File: config.mk
export PLATFORM = sky130hd
export DESIGN_NAME = banked_cartridge_mapper_with_clock
export DESIGN_NICKNAME = d
export VERILOG_FILES = /design/src/design/bcm_pkg.sv /design/src/design/bcm_rtc.sv /design/src/design/bcm_map.sv /design/src/design/banked_cartridge_mapper_with_clock.sv
export SDC_FILE = /design/constraint.sdc
export NUM_CORES = 1
export LEC_CHECK = 0
export ABC_AREA = 1
export BUFFER_PORTS_ARGS = -buffer_cell sky130_fd_sc_hd__buf_2
export CELL_PAD_IN_SITES_DETAIL_PLACEMENT = 2
export CELL_PAD_IN_SITES_GLOBAL_PLACEMENT = 2
export CORE_ASPECT_RATIO = 1.5
export CORE_UTILIZATION = 37
export DETAILED_ROUTE_END_ITERATION = 16
export PLACE_DENSITY = 0.94
export SYNTH_ARGS = -nofsm -noshare
export SYNTH_HDL_FRONTEND = slang
export SYNTH_HIERARCHICAL = 1
export SYNTH_SLANG_ARGS = --single-unit
File: constraint.sdc
create_clock -name clk -period 8.9 [get_ports clk]
set_input_delay 0.445 -clock clk [delete_from_list [all_inputs] [get_ports clk]]
set_output_delay 0.445 -clock clk [all_outputs]
set_load 0.05 [all_outputs]
File: src/design/bcm_pkg.sv
// Shared types, codes and constants for the banked cartridge mapper.
// No dependencies; imported by every module of the block.
package bcm_pkg;

  localparam int ROM_BANK_BITS = 7;
  localparam int RAM_BANK_BITS = 2;

  localparam logic [6:0] ROM_BITS_MASK = 7'((1 << ROM_BANK_BITS) - 1);
  localparam logic [1:0] RAM_BITS_MASK = 2'((1 << RAM_BANK_BITS) - 1);

  localparam int CFG_IDX_W  = 1;
  localparam int CFG_DATA_W = 7;

  localparam logic [CFG_IDX_W-1:0] CFG_ROM_MASK = 1'b0;
  localparam logic [CFG_IDX_W-1:0] CFG_RAM_MASK = 1'b1;

  localparam logic [6:0] ROM_MASK_RESET = 7'h7F;
  localparam logic [1:0] RAM_MASK_RESET = 2'h3;

  localparam logic [1:0] OP_READ  = 2'd0;
  localparam logic [1:0] OP_WRITE = 2'd1;
  localparam logic [1:0] OP_TICK  = 2'd2;

  localparam logic [1:0] TGT_ROM  = 2'd0;
  localparam logic [1:0] TGT_RAM  = 2'd1;
  localparam logic [1:0] TGT_DATA = 2'd2;
  localparam logic [1:0] TGT_NONE = 2'd3;

  // Address region codes taken from address bits 15:13.
  localparam logic [2:0] REG_RAM_EN   = 3'b000;
  localparam logic [2:0] REG_ROM_BANK = 3'b001;
  localparam logic [2:0] REG_SELECT   = 3'b010;
  localparam logic [2:0] REG_LATCH    = 3'b011;
  localparam logic [2:0] REG_EXT_RAM  = 3'b101;

  localparam logic [3:0] RAM_EN_KEY = 4'hA;

  localparam logic [2:0] CLK_SEC    = 3'd0;
  localparam logic [2:0] CLK_MIN    = 3'd1;
  localparam logic [2:0] CLK_HOUR   = 3'd2;
  localparam logic [2:0] CLK_DAY_LO = 3'd3;
  localparam logic [2:0] CLK_DAY_HI = 3'd4;

  localparam logic [5:0] SEC_LIMIT  = 6'd60;
  localparam logic [5:0] MIN_LIMIT  = 6'd60;
  localparam logic [4:0] HOUR_LIMIT = 5'd24;

  typedef struct packed {
    logic [1:0]  opcode;
    logic [15:0] address;
    logic [7:0]  write_data;
  } in_item_t;

  typedef struct packed {
    logic [1:0]  target;
    logic [20:0] mem_address;
    logic        mem_write;
    logic [7:0]  read_data;
  } out_item_t;

  typedef struct packed {
    logic       tick;
    logic       clk_wr;
    logic       latch;
    logic [2:0] sel;
    logic [7:0] data;
  } rtc_cmd_t;

endpackage

File: src/design/bcm_rtc.sv
// Real-time clock counters, their register writes and the latched copy.
// Depends on bcm_pkg for the command struct and clock register codes.
module bcm_rtc (
  input  logic             clk,
  input  logic             rst_n,
  input  bcm_pkg::rtc_cmd_t cmd,
  output logic [39:0]      latched_clock
);
  import bcm_pkg::*;

  logic [5:0]  sec_r, sec_nxt, min_r, min_nxt;
  logic [4:0]  hour_r, hour_nxt;
  logic [8:0]  day_r, day_nxt;
  logic        halt_r, halt_nxt, carry_r, carry_nxt;
  logic [39:0] latch_r, latch_nxt;
  logic [5:0]  sec_inc, min_inc;
  logic [4:0]  hour_inc;
  logic [8:0]  day_inc;

  assign sec_inc  = sec_r + 6'd1;
  assign min_inc  = min_r + 6'd1;
  assign hour_inc = hour_r + 5'd1;
  assign day_inc  = day_r + 9'd1;

  always_comb begin
    sec_nxt   = sec_r;
    min_nxt   = min_r;
    hour_nxt  = hour_r;
    day_nxt   = day_r;
    halt_nxt  = halt_r;
    carry_nxt = carry_r;
    latch_nxt = latch_r;
    if (cmd.tick && !halt_r) begin
      sec_nxt = sec_inc;
      if (sec_inc == SEC_LIMIT) begin
        sec_nxt = 6'd0;
        min_nxt = min_inc;
        if (min_inc == MIN_LIMIT) begin
          min_nxt  = 6'd0;
          hour_nxt = hour_inc;
          if (hour_inc == HOUR_LIMIT) begin
            hour_nxt = 5'd0;
            day_nxt  = day_inc;
            if (day_inc == 9'd0) begin
              carry_nxt = 1'b1;
            end
          end
        end
      end
    end else if (cmd.clk_wr) begin
      case (cmd.sel)
        CLK_SEC:    sec_nxt  = cmd.data[5:0];
        CLK_MIN:    min_nxt  = cmd.data[5:0];
        CLK_HOUR:   hour_nxt = cmd.data[4:0];
        CLK_DAY_LO: day_nxt  = {day_r[8], cmd.data};
        default: begin
          day_nxt   = {cmd.data[0], day_r[7:0]};
          halt_nxt  = cmd.data[6];
          carry_nxt = cmd.data[7];
        end
      endcase
    end
    if (cmd.latch) begin
      latch_nxt = {carry_r, halt_r, 5'd0, day_r[8], day_r[7:0],
                   3'd0, hour_r, 2'd0, min_r, 2'd0, sec_r};
    end
  end

  always_ff @(posedge clk) begin
    if (!rst_n) begin
      sec_r   <= 6'd0;
      min_r   <= 6'd0;
      hour_r  <= 5'd0;
      day_r   <= 9'd0;
      halt_r  <= 1'b0;
      carry_r <= 1'b0;
      latch_r <= 40'd0;
    end else begin
      sec_r   <= sec_nxt;
      min_r   <= min_nxt;
      hour_r  <= hour_nxt;
      day_r   <= day_nxt;
      halt_r  <= halt_nxt;
      carry_r <= carry_nxt;
      latch_r <= latch_nxt;
    end
  end

  assign latched_clock = latch_r;

endmodule

File: src/design/bcm_map.sv
// Mapper registers, configuration masks and the address decode of one item.
// Depends on bcm_pkg; drives the clock commands consumed by bcm_rtc.
module bcm_map (
  input  logic                            clk,
  input  logic                            rst_n,
  input  logic                            fire,
  input  bcm_pkg::in_item_t               item,
  input  logic                            cfg_wr_en,
  input  logic [bcm_pkg::CFG_IDX_W-1:0]   cfg_index,
  input  logic [bcm_pkg::CFG_DATA_W-1:0]  cfg_wr_data,
  input  logic [39:0]                     latched_clock,
  output bcm_pkg::out_item_t              result,
  output bcm_pkg::rtc_cmd_t               rtc_cmd
);
  import bcm_pkg::*;

  logic       ram_en_r, ram_en_nxt;
  logic [6:0] bank_num_r, bank_num_nxt;
  logic [3:0] sel_r, sel_nxt;
  logic       armed_r, armed_nxt;
  logic [6:0] rom_mask_r, rom_mask_nxt;
  logic [1:0] ram_mask_r, ram_mask_nxt;

  logic [2:0] region;
  logic       sel_ram, sel_clk;
  logic [6:0] rom_eff;
  logic [1:0] ram_eff;
  logic [7:0] clk_byte;

  assign region  = item.address[15:13];
  assign sel_ram = (sel_r[3:2] == 2'b00);
  assign sel_clk = sel_r[3] && (sel_r[2:0] <= CLK_DAY_HI);
  assign rom_eff = bank_num_r & rom_mask_r & ROM_BITS_MASK;
  assign ram_eff = sel_r[1:0] & ram_mask_r & RAM_BITS_MASK;

  always_comb begin
    case (sel_r[2:0])
      CLK_SEC:    clk_byte = latched_clock[7:0];
      CLK_MIN:    clk_byte = latched_clock[15:8];
      CLK_HOUR:   clk_byte = latched_clock[23:16];
      CLK_DAY_LO: clk_byte = latched_clock[31:24];
      default:    clk_byte = latched_clock[39:32];
    endcase
  end

  always_comb begin
    result       = '0;
    result.target = TGT_NONE;
    rtc_cmd      = '0;
    rtc_cmd.sel  = sel_r[2:0];
    rtc_cmd.data = item.write_data;
    ram_en_nxt   = ram_en_r;
    bank_num_nxt = bank_num_r;
    sel_nxt      = sel_r;
    armed_nxt    = armed_r;
    case (item.opcode)
      OP_TICK: rtc_cmd.tick = fire;
      OP_READ: begin
        if (!item.address[15]) begin
          result.target = TGT_ROM;
          result.mem_address = item.address[14] ? {rom_eff, item.address[13:0]}
                                                : {7'd0, item.address[13:0]};
        end else if (region == REG_EXT_RAM) begin
          result.target    = TGT_DATA;
          result.read_data = 8'hFF;
          if (ram_en_r && sel_ram) begin
            result.target      = TGT_RAM;
            result.read_data   = 8'd0;
            result.mem_address = 21'({ram_eff, item.address[12:0]});
          end else if (ram_en_r && sel_clk) begin
            result.read_data = clk_byte;
          end
        end
      end
      OP_WRITE: begin
        case (region)
          REG_RAM_EN: ram_en_nxt = (item.write_data[3:0] == RAM_EN_KEY);
          REG_ROM_BANK: begin
            bank_num_nxt = (item.write_data[6:0] == 7'd0) ? 7'd1 : item.write_data[6:0];
          end
          REG_SELECT: sel_nxt = item.write_data[3:0];
          REG_LATCH: begin
            rtc_cmd.latch = fire && armed_r && (item.write_data == 8'h01);
            armed_nxt     = (item.write_data == 8'h00);
          end
          REG_EXT_RAM: begin
            if (ram_en_r && sel_ram) begin
              result.target      = TGT_RAM;
              result.mem_write   = 1'b1;
              result.mem_address = 21'({ram_eff, item.address[12:0]});
            end else if (ram_en_r && sel_clk) begin
              rtc_cmd.clk_wr = fire;
            end
          end
          default: result.target = TGT_NONE;
        endcase
      end
      default: result.target = TGT_NONE;
    endcase
  end

  always_comb begin
    rom_mask_nxt = rom_mask_r;
    ram_mask_nxt = ram_mask_r;
    if (cfg_wr_en) begin
      case (cfg_index)
        CFG_ROM_MASK: rom_mask_nxt = cfg_wr_data[6:0];
        CFG_RAM_MASK: ram_mask_nxt = cfg_wr_data[1:0];
        default:      rom_mask_nxt = rom_mask_r;
      endcase
    end
  end

  always_ff @(posedge clk) begin
    if (!rst_n) begin
      ram_en_r   <= 1'b0;
      bank_num_r <= 7'd1;
      sel_r      <= 4'd0;
      armed_r    <= 1'b0;
      rom_mask_r <= ROM_MASK_RESET;
      ram_mask_r <= RAM_MASK_RESET;
    end else begin
      rom_mask_r <= rom_mask_nxt;
      ram_mask_r <= ram_mask_nxt;
      if (fire) begin
        ram_en_r   <= ram_en_nxt;
        bank_num_r <= bank_num_nxt;
        sel_r      <= sel_nxt;
        armed_r    <= armed_nxt;
      end
    end
  end

endmodule

File: src/design/banked_cartridge_mapper_with_clock.sv
// Cartridge mapper with real-time clock: input register, decode, result register.
// An accepted item is held in the input register, decoded, then shown on out_ from the result register.
// Throughput is one item per cycle; only a stalled result register holds input back.
// Reset (sync, active low) clears valid flags and submodule state, not in_r/out_r.
// Depends on bcm_pkg, bcm_map and bcm_rtc.
module banked_cartridge_mapper_with_clock (
  input  logic                            clk,
  input  logic                            rst_n,
  input  logic                            in_valid,
  output logic                            in_stall,
  input  bcm_pkg::in_item_t               in_item,
  output logic                            out_valid,
  input  logic                            out_stall,
  output bcm_pkg::out_item_t              out_item,
  input  logic                            cfg_wr_en,
  input  logic [bcm_pkg::CFG_IDX_W-1:0]   cfg_index,
  input  logic [bcm_pkg::CFG_DATA_W-1:0]  cfg_wr_data
);
  import bcm_pkg::*;

  in_item_t  in_r;
  logic      in_vld_r, in_vld_nxt;
  out_item_t out_r;
  logic      out_vld_r, out_vld_nxt;
  logic      advance, in_acc;
  out_item_t result;
  rtc_cmd_t  rtc_cmd;
  logic [39:0] latched_clock;

  assign advance  = in_vld_r && (!out_vld_r || !out_stall);
  assign in_stall = in_vld_r && !advance;
  assign in_acc   = in_valid && !in_stall;

  always_comb begin
    in_vld_nxt = in_vld_r;
    if (in_acc) begin
      in_vld_nxt = 1'b1;
    end else if (advance) begin
      in_vld_nxt = 1'b0;
    end
    out_vld_nxt = out_vld_r;
    if (advance) begin
      out_vld_nxt = 1'b1;
    end else if (!out_stall) begin
      out_vld_nxt = 1'b0;
    end
  end

  always_ff @(posedge clk) begin
    if (!rst_n) begin
      in_vld_r  <= 1'b0;
      out_vld_r <= 1'b0;
    end else begin
      in_vld_r  <= in_vld_nxt;
      out_vld_r <= out_vld_nxt;
    end
  end

  always_ff @(posedge clk) begin
    if (in_acc) begin
      in_r <= in_item;
    end
    if (advance) begin
      out_r <= result;
    end
  end

  bcm_map u_map (
    .clk           (clk),
    .rst_n         (rst_n),
    .fire          (advance),
    .item          (in_r),
    .cfg_wr_en     (cfg_wr_en),
    .cfg_index     (cfg_index),
    .cfg_wr_data   (cfg_wr_data),
    .latched_clock (latched_clock),
    .result        (result),
    .rtc_cmd       (rtc_cmd)
  );

  bcm_rtc u_rtc (
    .clk           (clk),
    .rst_n         (rst_n),
    .cmd           (rtc_cmd),
    .latched_clock (latched_clock)
  );

  assign out_valid = out_vld_r;
  assign out_item  = out_r;

endmodule

* After elaboration in Yosys (flattened, before gate mapping)
Cells that the tools add are included.
** Storage, ports and cells
- Logic and storage cells :: 153
- Output and inout bits :: 34
- Register bits after elaboration :: 138
- Input port bits :: 39
** Cells by class
- $add $sub $neg :: 4
- Order comparisons :: 1
- Bitwise operators :: 8
- Reductions and logical operators :: 45
- Multiplexer cells :: 50
- Equal/unequal tests :: 22
** Operators with widths (count)
- $mux W23 :: 3
- $mux W6 :: 9
- $mux W9 :: 5
- $pmux W21 S2 :: 1
- $pmux W8 S4 :: 1
- $mux W5 :: 6
- $mux W24 :: 1
- $mux W22 :: 1
- $mux W21 :: 1
- $pmux W9 S2 :: 1
- $reduce_and A3 Y1 :: 6
- $reduce_and A6 Y1 :: 3
- $mux W1 :: 16
- $add A6 B1 Y6 const B :: 2
- $eq A3 B2 Y1 const B :: 4
- $eq A6 B6 Y1 const B :: 2
- $reduce_bool A2 Y1 :: 6
- $add A9 B1 Y9 const B :: 1
- $logic_and A1 B1 Y1 :: 9
- $logic_not A9 Y1 :: 1
- $eq A8 B1 Y1 const B :: 1
- $logic_not A8 Y1 :: 1
- $mux W8 :: 1
- $ne A2 B1 Y1 const B :: 4
- other kinds (24) :: 44

* Longest topological paths before layout
Gate-level depths: netlist (run 1).
- Depth in word-level cells :: 9
- Mapped depth :: 15
- Mapped depth without buffers :: 15

* Modules after synthesis
Netlist (run 1), hierarchy kept.
** By module, submodules not included
- bcm_rtc :: area an instance 2992.9 sq um, cells an instance 450, times used 1, seq. area each 1121.1 sq um
- banked_cartridge_mapper_with_clock :: area an instance 1836.8 sq um, cells an instance 71, times used 1, seq. area each 1781.7 sq um
- bcm_map :: area an instance 1741.7 sq um, cells an instance 301, times used 1, seq. area each 440.4 sq um

* Least setup slack after synthesis (run 1)
OpenSTA, ideal clock, no wires.
- Kind :: reg-to-reg
- Start point :: reg out_vld_r (netlist: out_valid)
- End point :: reg u_rtc.latch_r[25] (netlist: u_rtc/latched_clock[25])
- Clock period less this slack :: 3850 ps
- Stages on the path, launching flop included :: 12
- Buffers on the path :: 2
- Path slack :: 5050 ps
- Library setup time :: 65 ps
- Data required time :: 8835 ps
- Arrival :: 3785 ps
- Path through :: dfxtp_1 a21oi_1 inv_1 nor2_1 nand2_1 nor2_1 nand2_1 nor3_1 clkbuf_1 clkbuf_1 o21ai_0 nor2_1
** RTL lines
- start, declared :: RTL line banked_cartridge_mapper_with_clock.sv:24 : logic out_vld_r, out_vld_nxt;
- start signal, assigned :: RTL line banked_cartridge_mapper_with_clock.sv:55 : out_vld_r <= out_vld_nxt;
- end signal, assigned :: RTL line bcm_rtc.sv:85 : latch_r <= latch_nxt;
- end, declared :: RTL line bcm_rtc.sv:15 : logic [39:0] latch_r, latch_nxt;

==> flow_metrics.tcl, run 1 <==
set metrics [dict create \
    status "complete, no violations" \
    gp_congestion 0.816 \
    synth_seq_cells 138 \
    worstSetupPathType "reg2reg" \
    die_w_um 111 \
    synth_top_area_cell "edfxtp_1" \
    cp-start-kind "flop" \
    endpoint_kind "flop" \
    start_util_pct 37.9 \
    clk_latency_ns 0.44 \
    root_buffer "clkbuf_16" \
    fmax_mhz 236 \
    final_nets 919 \
    max_cap_viol_count 0 \
    seqPwrFrac_pct 44.1 \
    worstHoldStart "in_item[5]" \
    clk_pin_slew_worst_paths_ns 0.07 \
    drt_iter0_drc 535 \
    cts.sinks 138 \
    synthToLayoutAreaGrowth_pct 15.3 \
    h-tree-depth 4 \
    switchingPower_uw 426 \
    grt_usage_pct 34.9 \
    antenna_found_initial 0 \
    synth_cell_types 38 \
    drive_gt1_share_pct 15.3 \
    fin_cells 1101 \
    wirelength_um 31500 \
    pwr-share-clk_pct 49.6 \
    p_leak_nw 3.34 \
    synth_most_common_cell "nand2_1" \
    yosys_warnings 6 \
    die_h_um 165 \
    internal_power_mw 1.15 \
    syn_area_um2 6570 \
    pre_cts_ws_ns 5.03 \
    die_area_um2 18300 \
    yosys-top-cells-area "edfxtp_1 27%, dfxtp_1 24%, nand2_1 8.6%, nor2_1 7.9%, inv_1 4.7%" \
    grt_pass1_vias 7308 \
    worstSetupStartpoint "in_vld_r$_SDFFE_PN0P_" \
    vdd_ir_drop_max_v 0.000188 \
    total_power_mw 1.57 \
    reg2reg_slack_ns 4.67 \
    route.vias.total 6597 \
    pwr-share-comb_pct 6.3 \
    hp-class "in2reg" \
    grt_max_degree 80 \
    worst_r2r_path_depth 12 \
    setup_ws_ns 4.67 \
    drc 0 \
    core_area_um2 17300 \
    tritoncts "yes" \
    yosys.area.top_type_share_pct 26.5 \
    slew_headroom_pct 14.8 \
    setup_viol 0 \
    n_antenna_cell 0 \
    viasPerCell 5.99 \
    synth_cells 822 \
    p_per_area_nw_per_um2 208 \
    finalSetupTns_ns 0 \
    cts_hold_buf 0 \
    cts_resized 0 \
    synth_common_cells "150 x nand2_1, 138 x nor2_1, 82 x inv_1" \
    grt-ovfl-total 0 \
    p_sw_share_pct 27.1 \
    grt_pass1_wl_um 46600 \
    r2r_end "u_rtc/latched_clock[39]$_SDFFE_PN0P_" \
    dp.cells 1069 \
    worstReg2RegStart "in_vld_r$_SDFFE_PN0P_" \
    slew_viol_final 0 \
    hold_viol 0 \
    min_path_cells 1 \
    arrival_ns 4.55 \
    synth_edf_count 58 \
    period_minus_slack_ns 4.23 \
    synth_flop_cell "dfxtp_1" \
    synth_seq_area_share_pct 50.9 \
    num_rows 59 \
    cts_buffers 17 \
    ios 73 \
    portBuffers 72 \
    wl_per_cell_um 28.6 \
    path_max_fanout 46 \
    skew_ns 0.0132 \
    critPathRequiredTime_ns 9.22 \
    worst_slew_pin_slew_ns 1.28 \
    ant_nets 0 \
    finalCritPeriodShare_pct 47.5 \
    cts_setup_buffers 0 \
    holdPathEnd "in_r[5]$_DFFE_PP_" \
    firstDrtPassIters 5 \
    clk_path_buf_depth 2 \
    place_hpwl_um 17900 \
    grt_setup_unrepaired "no" \
    async_flop_share_pct 0 \
    syn_avg_cell_area_um2 7.99 \
]
[stage by stage]
| stage | util, % | instance area (um2) | hold slack [ns] |
|---|---|---|---|
| global route | 43.7 | 7580 | 0.176 |
| floorplan | - | 6610 | 0.428 |
| global placement | 40.1 | 6960 | 0.447 |
| CTS | 43.7 | 7580 | 0.178 |
| detailed placement | 40.1 | 6960 | 0.476 |
| finish | 43.7 | 7580 | 0.186 |
[registers in the layout, indices dropped and copies added, names as in the netlist, 2 cells and up]
signal,count
in_r,26
out_item,32
u_map/bank_num_r,7
u_map/ram_mask_r,2
u_map/rom_mask_r,7
u_map/sel_r,4
u_rtc/day_r,9
u_rtc/hour_r,5
u_rtc/latched_clock,28
u_rtc/min_r,6
u_rtc/sec_r,6
[power by group through the flow]
stage | Clock, mW | Combinational (mW) | Sequential (mW)
final | 0.781 | 0.0992 | 0.694
after global routing | 0.809 | 0.104 | 0.695
after CTS | 0.787 | 0.0971 | 0.694
after detailed placement | 0 | 0.0900 | 0.706
after global placement | 0 | 0.0822 | 0.703
after floorplan | 0 | 0.0445 | 0.719
[worst max-delay path by stage]
| stage | to | cells past startpoint |
|---|---|---|
| after global placement | u_rtc/day_r[2]$_SDFFE_PN0P_ | 13 |
| after global routing | u_rtc/day_r[3]$_SDFFE_PN0P_ | 13 |
| after floorplan | u_rtc/latched_clock[25]$_SDFFE_PN0P_ | 11 |
| after CTS | u_rtc/day_r[3]$_SDFFE_PN0P_ | 13 |
| final | u_rtc/latched_clock[39]$_SDFFE_PN0P_ | 12 |
| after detailed placement | u_rtc/day_r[5]$_SDFFE_PN0P_ | 13 |
[worst max-delay path, cell delays in order (launching register included)]
cell	delay, ns
dfxtp_1	0.39
inv_1	0.14
a21oi_4	0.95
inv_1	0.24
nor2_1	0.40
nand2_1	0.18
nor2_1	0.28
nand2_1	0.13
nor3_2	0.13
buf_4	0.42
inv_1	0.36
nor2_1	0.31
nor2_1	0.11
[routing by layer]
layer	vias up	global-route usage, %	share of wire, %
met2	307	64.2	52
met4	0	25.7	7.3
met1	3347	35.5	37
li1	2796	-	-
met5	-	0	0
met3	147	6.20	3.9
[cells by family (layout without fill, tap and decap cells)]
logic type	Yosys count	count (layout)	share of synthesized area, %
AOI/OAI and AO/OA	123	123	10.1
xor gates and xnor gates	3	3	0.400
adders and majority gates	5	5	0.952
buffers and inverters	142	197	9.98
DFF	138	138	50.9
other	1	12	0.0571
and+or+nand+nor	410	410	27.7
[layout make-up]
cell class,instances,area [um2]
Timing Repair Buffer,76,390
Inverter,89,334
Sequential cell,138,3340
Fill cell,1892,9770
Tap cell,213,267
Clock inverter,14,183
Multi-Input combinational cell,553,2630
Clock buffer,18,429
[cell usage in the layout (no fill, tap or decap), types with 2 or more instances in the layout]
| cell | count |
|---|---|
| a21oi_1 | 35 |
| conb_1 | 12 |
| nand2_4 | 2 |
| o211ai_1 | 3 |
| o22ai_1 | 4 |
| inv_2 | 7 |
| nor4_1 | 2 |
| clkinv_4 | 2 |
| nand3_2 | 5 |
| a22oi_1 | 2 |
| nor2_1 | 138 |
| edfxtp_1 | 58 |
| nand3_1 | 57 |
| nand2_1 | 150 |
| inv_1 | 82 |
| buf_2 | 72 |
| a21boi_0 | 2 |
| bufinv_16 | 3 |
| nor2_2 | 5 |
| inv_6 | 6 |
| nor2_4 | 3 |
| nand2_2 | 3 |
| o21ai_0 | 61 |
| xor2_1 | 2 |
| a31oi_1 | 12 |
| clkbuf_16 | 17 |
| dfxtp_1 | 80 |
| buf_4 | 4 |
| nand4_1 | 34 |
| nor3_1 | 6 |
| ha_1 | 5 |
No activity file was read; power rests on OpenSTA's default activity.
==> run 2, diff against run 1 <==
- CORE_UTILIZATION: 37 -> 31
- PLACE_DENSITY: 0.94 -> 0.85
- clock period: 8.9 -> 3.65 ns (I/O delays scaled with it)
==> run 2 against run 1 <==
  * Combinational power grew to 2.6 times the previous value
  * Worst setup slack lost 3.9 ns
  * Global-route usage shrank 10 points
  * Core utilization shrank 4.7 points
  * Clock-buffer cell count grew 1
  * Final cell count grew 7.7%
  * Hold slack lost 0.17 ns
  * Clock skew shrank 0.0015 ns
  * Die area grew 19%
  * Clock power grew to 2.5 times the previous value
  * Critical path depth is the same
  * Non-clock buffer count grew 34
  * Largest cell class unchanged
==> flow_metrics.tcl, run 2 (synthesis results as in run 1) <==
set metrics [dict create \
    status "complete, no violations" \
    period_minus_slack_ns 2.86 \
    cpLargestDelayFamily "simple AND/OR/NAND/NOR gates" \
    grt_max_degree 48 \
    clk_path_buf_depth 2 \
    start_util_pct 31.9 \
    drc 0 \
    worstHoldStart "cfg_wr_data[3]" \
    largest_reg_flops 32 \
    setup_viol 0 \
    path_max_fanout 14 \
    worstSetupStartpoint "u_map/sel_r[2]$_SDFFE_PN0P_" \
    postPlaceCellArea_um2 7060 \
    highest_layer "met4" \
    ios 73 \
    worstReg2RegStart "u_map/sel_r[2]$_SDFFE_PN0P_" \
    core_area_um2 20600 \
    p_per_area_nw_per_um2 492 \
    slowest_delay_ns 0.59 \
    portBuffers 72 \
    cts_setup_buffers 0 \
    finalCritPeriodShare_pct 78.5 \
    cp-start-kind "flop" \
    worstSetupPathType "reg2reg" \
    cts.sinks 138 \
    skew_ns 0.0117 \
    routed-wl-met3_um 685 \
    final_nets 953 \
    grt-ovfl-total 0 \
    ant_nets 0 \
    endpoint_kind "flop" \
    max_cap_viol_count 0 \
    gp_congestion 0.791 \
    num_rows 64 \
    final_cell_mix "150 x nand2_1, 138 x nor2_1, 82 x inv_1" \
    final_core_utilization_pct 38.9 \
    hp-class "in2reg" \
    clk_latency_ns 0.43 \
    die_area_um2 21800 \
    seq_area_um2 3340 \
    worst_slew_pin_slew_ns 1.23 \
    wirelength_um 26100 \
    clk_pin_slew_worst_paths_ns 0.07 \
    hold_viol 0 \
    h-tree-depth 4 \
    cts_hold_buf 30 \
    multi_input_area_um2 2630 \
    firstDrtPassIters 4 \
    grt_pass1_wl_um 40400 \
    final_cell_area_um2 8020 \
    fmax_mhz 349 \
    slew_viol_final 0 \
    path_buf_inv 2 \
    critPathRequiredTime_ns 3.97 \
    wl_met1_um 9350 \
    tritoncts "yes" \
    route.vias.total 6200 \
    grt_pass1_vias 6964 \
    grt_usage_pct 24.9 \
    wl_met2_um 14600 \
    crit_chain "o21ai_0 > nand3_2 > nor4_1 > inv_1 > nor2_1 > inv_1 > nand2_4 > nand2_4 > nor2_4 > nand2_1 > nand2_1 > nor2_1" \
    cts_buffers 17 \
    root_buffer "clkbuf_16" \
    synthToLayoutAreaGrowth_pct 22.0 \
    p_leak_nw 3.50 \
    n_antenna_cell 0 \
    die_w_um 121 \
    arrival_ns 3.19 \
    grt_setup_unrepaired "no" \
    slew_headroom_pct 18.1 \
    vdd_ir_drop_max_v 0.000324 \
    finalSetupTns_ns 0 \
    place_hpwl_um 16200 \
    wl_per_cell_um 22.0 \
    critical-path-slowest-cell "nor4_1" \
    n_fill_cell 2235 \
    viasPerCell 5.23 \
    die_h_um 180 \
    cts_resized 0 \
    drive_gt1_share_pct 15.1 \
    antenna_found_initial 0 \
    layout_commonest_cell "nand2_1" \
    drt_iter0_drc 340 \
]
run 2: changes by cell type in the layout (fill, tap and decap cells not counted), sizes merged:
cell / previous run / this run
dlygate4sd3: 0 / 30
buf: 76 / 80
clkbuf: 18 / 19
clkinvlp: 1 / 4
bufinv: 3 / 6
inv: 96 / 89
run 2: worst reg2reg max path: cells and delay by family (launching register included):
kind / cells / cell delay, ns
and+or+nand+nor: 9 / 1.79
AOI/OAI and AO/OA: 1 / 0.23
buffers and inverters: 2 / 0.23
DFF: 1 / 0.50
run 2: routing by layer:
metal	vias to the layer above	global-route usage, %
met2	151	47.6
met4	0	16.0
li1	2875	-
met1	3104	24.0
met5	-	0
met3	70	3.89
run 2: cell type report:
type | count | share of cell area, %
clock buffer | 19 | 5.40
multi-input combinational | 553 | 32.8
tap | 264 | 4.12
sequential | 138 | 41.7
inverter | 89 | 4.17
timing repair buffer | 110 | 8.99
clock inverter | 13 | 2.79
run 2: power by group:
| group | switching [mW] | internal, mW | total [mW] | leakage [nW] |
|---|---|---|---|---|
| Combinational | 0.183 | 0.0746 | 0.257 | 1.98 |
| Clock | 0.718 | 1.28 | 1.99 | 0.307 |
| Sequential | 0.0370 | 1.65 | 1.69 | 1.21 |
run 2: final timing paths:
check                                      to  slack (ns)  cells past startpoint
min          u_map/rom_mask_r[3]$_SDFFE_PN1P_        0.02                      3
max               u_rtc/day_r[3]$_SDFFE_PN0P_        0.79                     12
min reg2reg  u_map/rom_mask_r[6]$_SDFFE_PN1P_        0.50                      2
max reg2reg       u_rtc/day_r[3]$_SDFFE_PN0P_        0.79                     12
run 2: stage by stage:
| step | cells | power [mW] | hold slack [ns] | setup WS (ns) |
|---|---|---|---|---|
| floorplan | 833 | 1.86 | 0.281 | 0.481 |
| global placement | 1124 | 1.92 | 0.361 | 1.00 |
| detailed placement | 1124 | 1.93 | 0.362 | 0.907 |
| CTS | 1186 | 3.94 | 0.00292 | 0.918 |
| global route | 1186 | 4.05 | 0.00972 | 0.596 |
| finish | 1186 | 3.94 | 0.0159 | 0.786 |
==> run 3, diff against run 2 <==
- ABC_AREA: 1 -> 0
- CORE_UTILIZATION: 31 -> 37
- PLACE_DENSITY: 0.85 -> 0.89
- clock period: 3.65 -> 2.86 ns (I/O delays scaled with it)
==> run 3 against run 2 <==
  * The run now ends with negative setup slack left
  * Synthesized cell count down 23%
  * Combinational power up 33%
  * Clock power up 12%
  * Sequential cell count unchanged
  * Non-clock buffer count up 30
  * First-iteration DRC count up 36%
  * Sequential power up 28%
  * Largest cell class unchanged
  * Global-route usage up 8.8 points
  * Register-to-register slack worse by 0.96 ns
  * Final cell count down 18%
==> flow_metrics.tcl, run 3 <==
set metrics [dict create \
    status "complete, but fails checks" \
    failed_checks "negative setup slack" \
    finalSetupTns_ns -1.01 \
    syn_avg_cell_area_um2 10.1 \
    die_w_um 110 \
    worst_slew_pin_slew_ns 0.957 \
    critPathRequiredTime_ns 3.11 \
    hold_viol 0 \
    layout_commonest_cell "dfxtp_1" \
    postPlaceCellArea_um2 6920 \
    slew_headroom_pct 36.1 \
    final_cell_area_um2 7990 \
    synth_cells 636 \
    period_minus_slack_ns 3.03 \
    synth_top_area_cell "edfxtp_1" \
    ant_nets 0 \
    slowest_delay_ns 0.57 \
    skew_ns 0.0152 \
    yosys_warnings 6 \
    synth_seq_area_share_pct 52.0 \
    synthToLayoutAreaGrowth_pct 24.3 \
    setup_viol 12 \
    core_area_um2 16900 \
    grt_usage_pct 33.6 \
    crit_chain "a21boi_4 > nand4_1 > nor4bb_4 > nand2b_1 > or4b_1 > o31ai_4 > o311ai_2 > o21ai_2 > nor2_1" \
    num_rows 58 \
    viasPerCell 6.36 \
    clk_latency_ns 0.43 \
    endpoint_kind "flop" \
    n_antenna_cell 0 \
    synth_common_cells "80 x dfxtp_1, 58 x edfxtp_1, 58 x nor2_1" \
    cts_buffers 17 \
    gp_congestion 0.840 \
    syn_area_um2 6430 \
    synth_edf_count 58 \
    synth_most_common_cell "dfxtp_1" \
    yosys.area.top_type_share_pct 27.1 \
    path_buf_inv 0 \
    async_flop_share_pct 0 \
    synth_cell_types 80 \
    drc 0 \
    tritoncts "yes" \
    firstDrtPassIters 6 \
    p_per_area_nw_per_um2 592 \
    worstSetupPathType "reg2reg" \
    arrival_ns 3.29 \
    route.vias.total 6174 \
    die_area_um2 17900 \
    h-tree-depth 4 \
    antenna_found_initial 0 \
    path_max_fanout 9 \
    p_leak_nw 2.96 \
    largest_reg_flops 32 \
    hp-class "in2reg" \
    grt_max_degree 31 \
    drive_gt1_share_pct 21.7 \
    slew_viol_final 0 \
    vdd_ir_drop_max_v 0.000444 \
    start_util_pct 38.0 \
    place_hpwl_um 15100 \
    fmax_mhz 330 \
    critical-path-slowest-cell "or4b_1" \
    yosys-top-cells-area "edfxtp_1 27%, dfxtp_1 25%, mux2i_1 4.8%, nor2_1 3.4%, nand3_1 3.3%" \
    final_cell_mix "78 x dfxtp_1, 72 x buf_2, 58 x edfxtp_1" \
    ios 73 \
    clk_pin_slew_worst_paths_ns 0.07 \
    setup_ws_ns -0.174 \
    synth_flop_cell "dfxtp_1" \
    grt_pass1_vias 6777 \
    die_h_um 163 \
    cp-start-kind "flop" \
    final_nets 791 \
    finalCritPeriodShare_pct 106 \
    wl_per_cell_um 30.6 \
    clk_path_buf_depth 2 \
    synth_seq_cells 138 \
    max_cap_viol_count 0 \
    root_buffer "clkbuf_16" \
    grt-ovfl-total 0 \
    portBuffers 72 \
    cpLargestDelayFamily "simple AND/OR/NAND/NOR gates" \
    wirelength_um 29700 \
    hold_ws_ns 0.0319 \
    drt_iter0_drc 461 \
    grt_pass1_wl_um 43000 \
    cts.sinks 138 \
]
## run 3: changes by cell type after synthesis, moves of 9 or more
cell / before / now
inv_1: 82 / 7
o21ai_0: 61 / 43
a221oi_1: 0 / 9
mux2i_1: 0 / 31
nand2_1: 150 / 39
nand4_1: 34 / 5
nor2b_1: 0 / 21
and3_1: 0 / 14
nand3_1: 57 / 43
nor2_1: 138 / 58
## run 3: repair_timing
action,4_1_cts,5_1_grt
hold buffers,36,0
pin swaps,1,2
resized for setup,1,11
endpoints found under the hold margin,36,0
setup endpoints to repair,1,26
buffers inserted,0,11
## run 3: final cells by class
cell class	instances	area, um2
Fill cell	1709	8920
Sequential cell	138	3350
Multi-Input combinational cell	442	2820
Timing Repair Buffer	140	965
Clock buffer	19	433
Tap cell	210	263
Clock inverter	13	134
Inverter	8	30.0
## run 3: worst reg2reg max path, delay by kind of cell (launching register included)
| family | cells | cell delay, ns |
|---|---|---|
| AND/OR/NAND/NOR | 5 | 1.63 |
| AO/OA/AOI/OAI | 4 | 0.85 |
| flip-flops | 1 | 0.36 |
## run 3: cells by family (layout without fill, tap and decap cells)
kind of cell    Yosys count  count (layout)  synth area share, %
other cells               1              12               0.0583
compound gates          149             149                 15.4
fa+ha+maj                 5               5                0.973
simple gates            237             237                 19.5
xor+xnor                  7               7                0.954
buf+inv                  67             180                 6.09
flops                   138             138                 52.0
mux                      32              32                 5.00
## run 3: report_power, final
part	switching, mW	internal [mW]
logic	0.233	0.109
clock network	1.01	1.22
registers	0.0488	2.11
total	1.29	3.44
## run 3: path summary, 6_finish.rpt
path | start | endpoint | slack, ns | cells past startpoint
max | in_vld_r$_SDFFE_PN0P_ | u_rtc/hour_r[0]$_SDFFE_PN0P_ | -0.17 | 9
min | cfg_wr_en | u_map/ram_mask_r[1]$_SDFFE_PN1P_ | 0.03 | 3
max reg2reg | in_vld_r$_SDFFE_PN0P_ | u_rtc/hour_r[0]$_SDFFE_PN0P_ | -0.17 | 9
min reg2reg | u_map/rom_mask_r[4]$_SDFFE_PN1P_ | u_map/rom_mask_r[4]$_SDFFE_PN1P_ | 0.51 | 2
## run 3: per-stage QoR
stage	worst slack, ns	power [mW]	cells	utilization, %
floorplan	-0.0847	2.36	647	-
global placement	0.208	2.44	891	41.0
detailed placement	0.0911	2.46	891	41.0
CTS	0.0183	4.68	959	46.5
global route	-0.220	4.84	970	47.2
finish	-0.174	4.73	970	47.2
## run 3: layer usage
metal / wire length, um / up-vias / part of all wire, % / track usage, %
li1: - / 2544 / - / -
met1: 10400 / 3091 / 35 / 35.4
met2: 15100 / 371 / 51 / 58.4
met3: 1800 / 168 / 6.1 / 6.78
met4: 2420 / 0 / 8.2 / 24.3
met5: 0 / - / 0 / 0
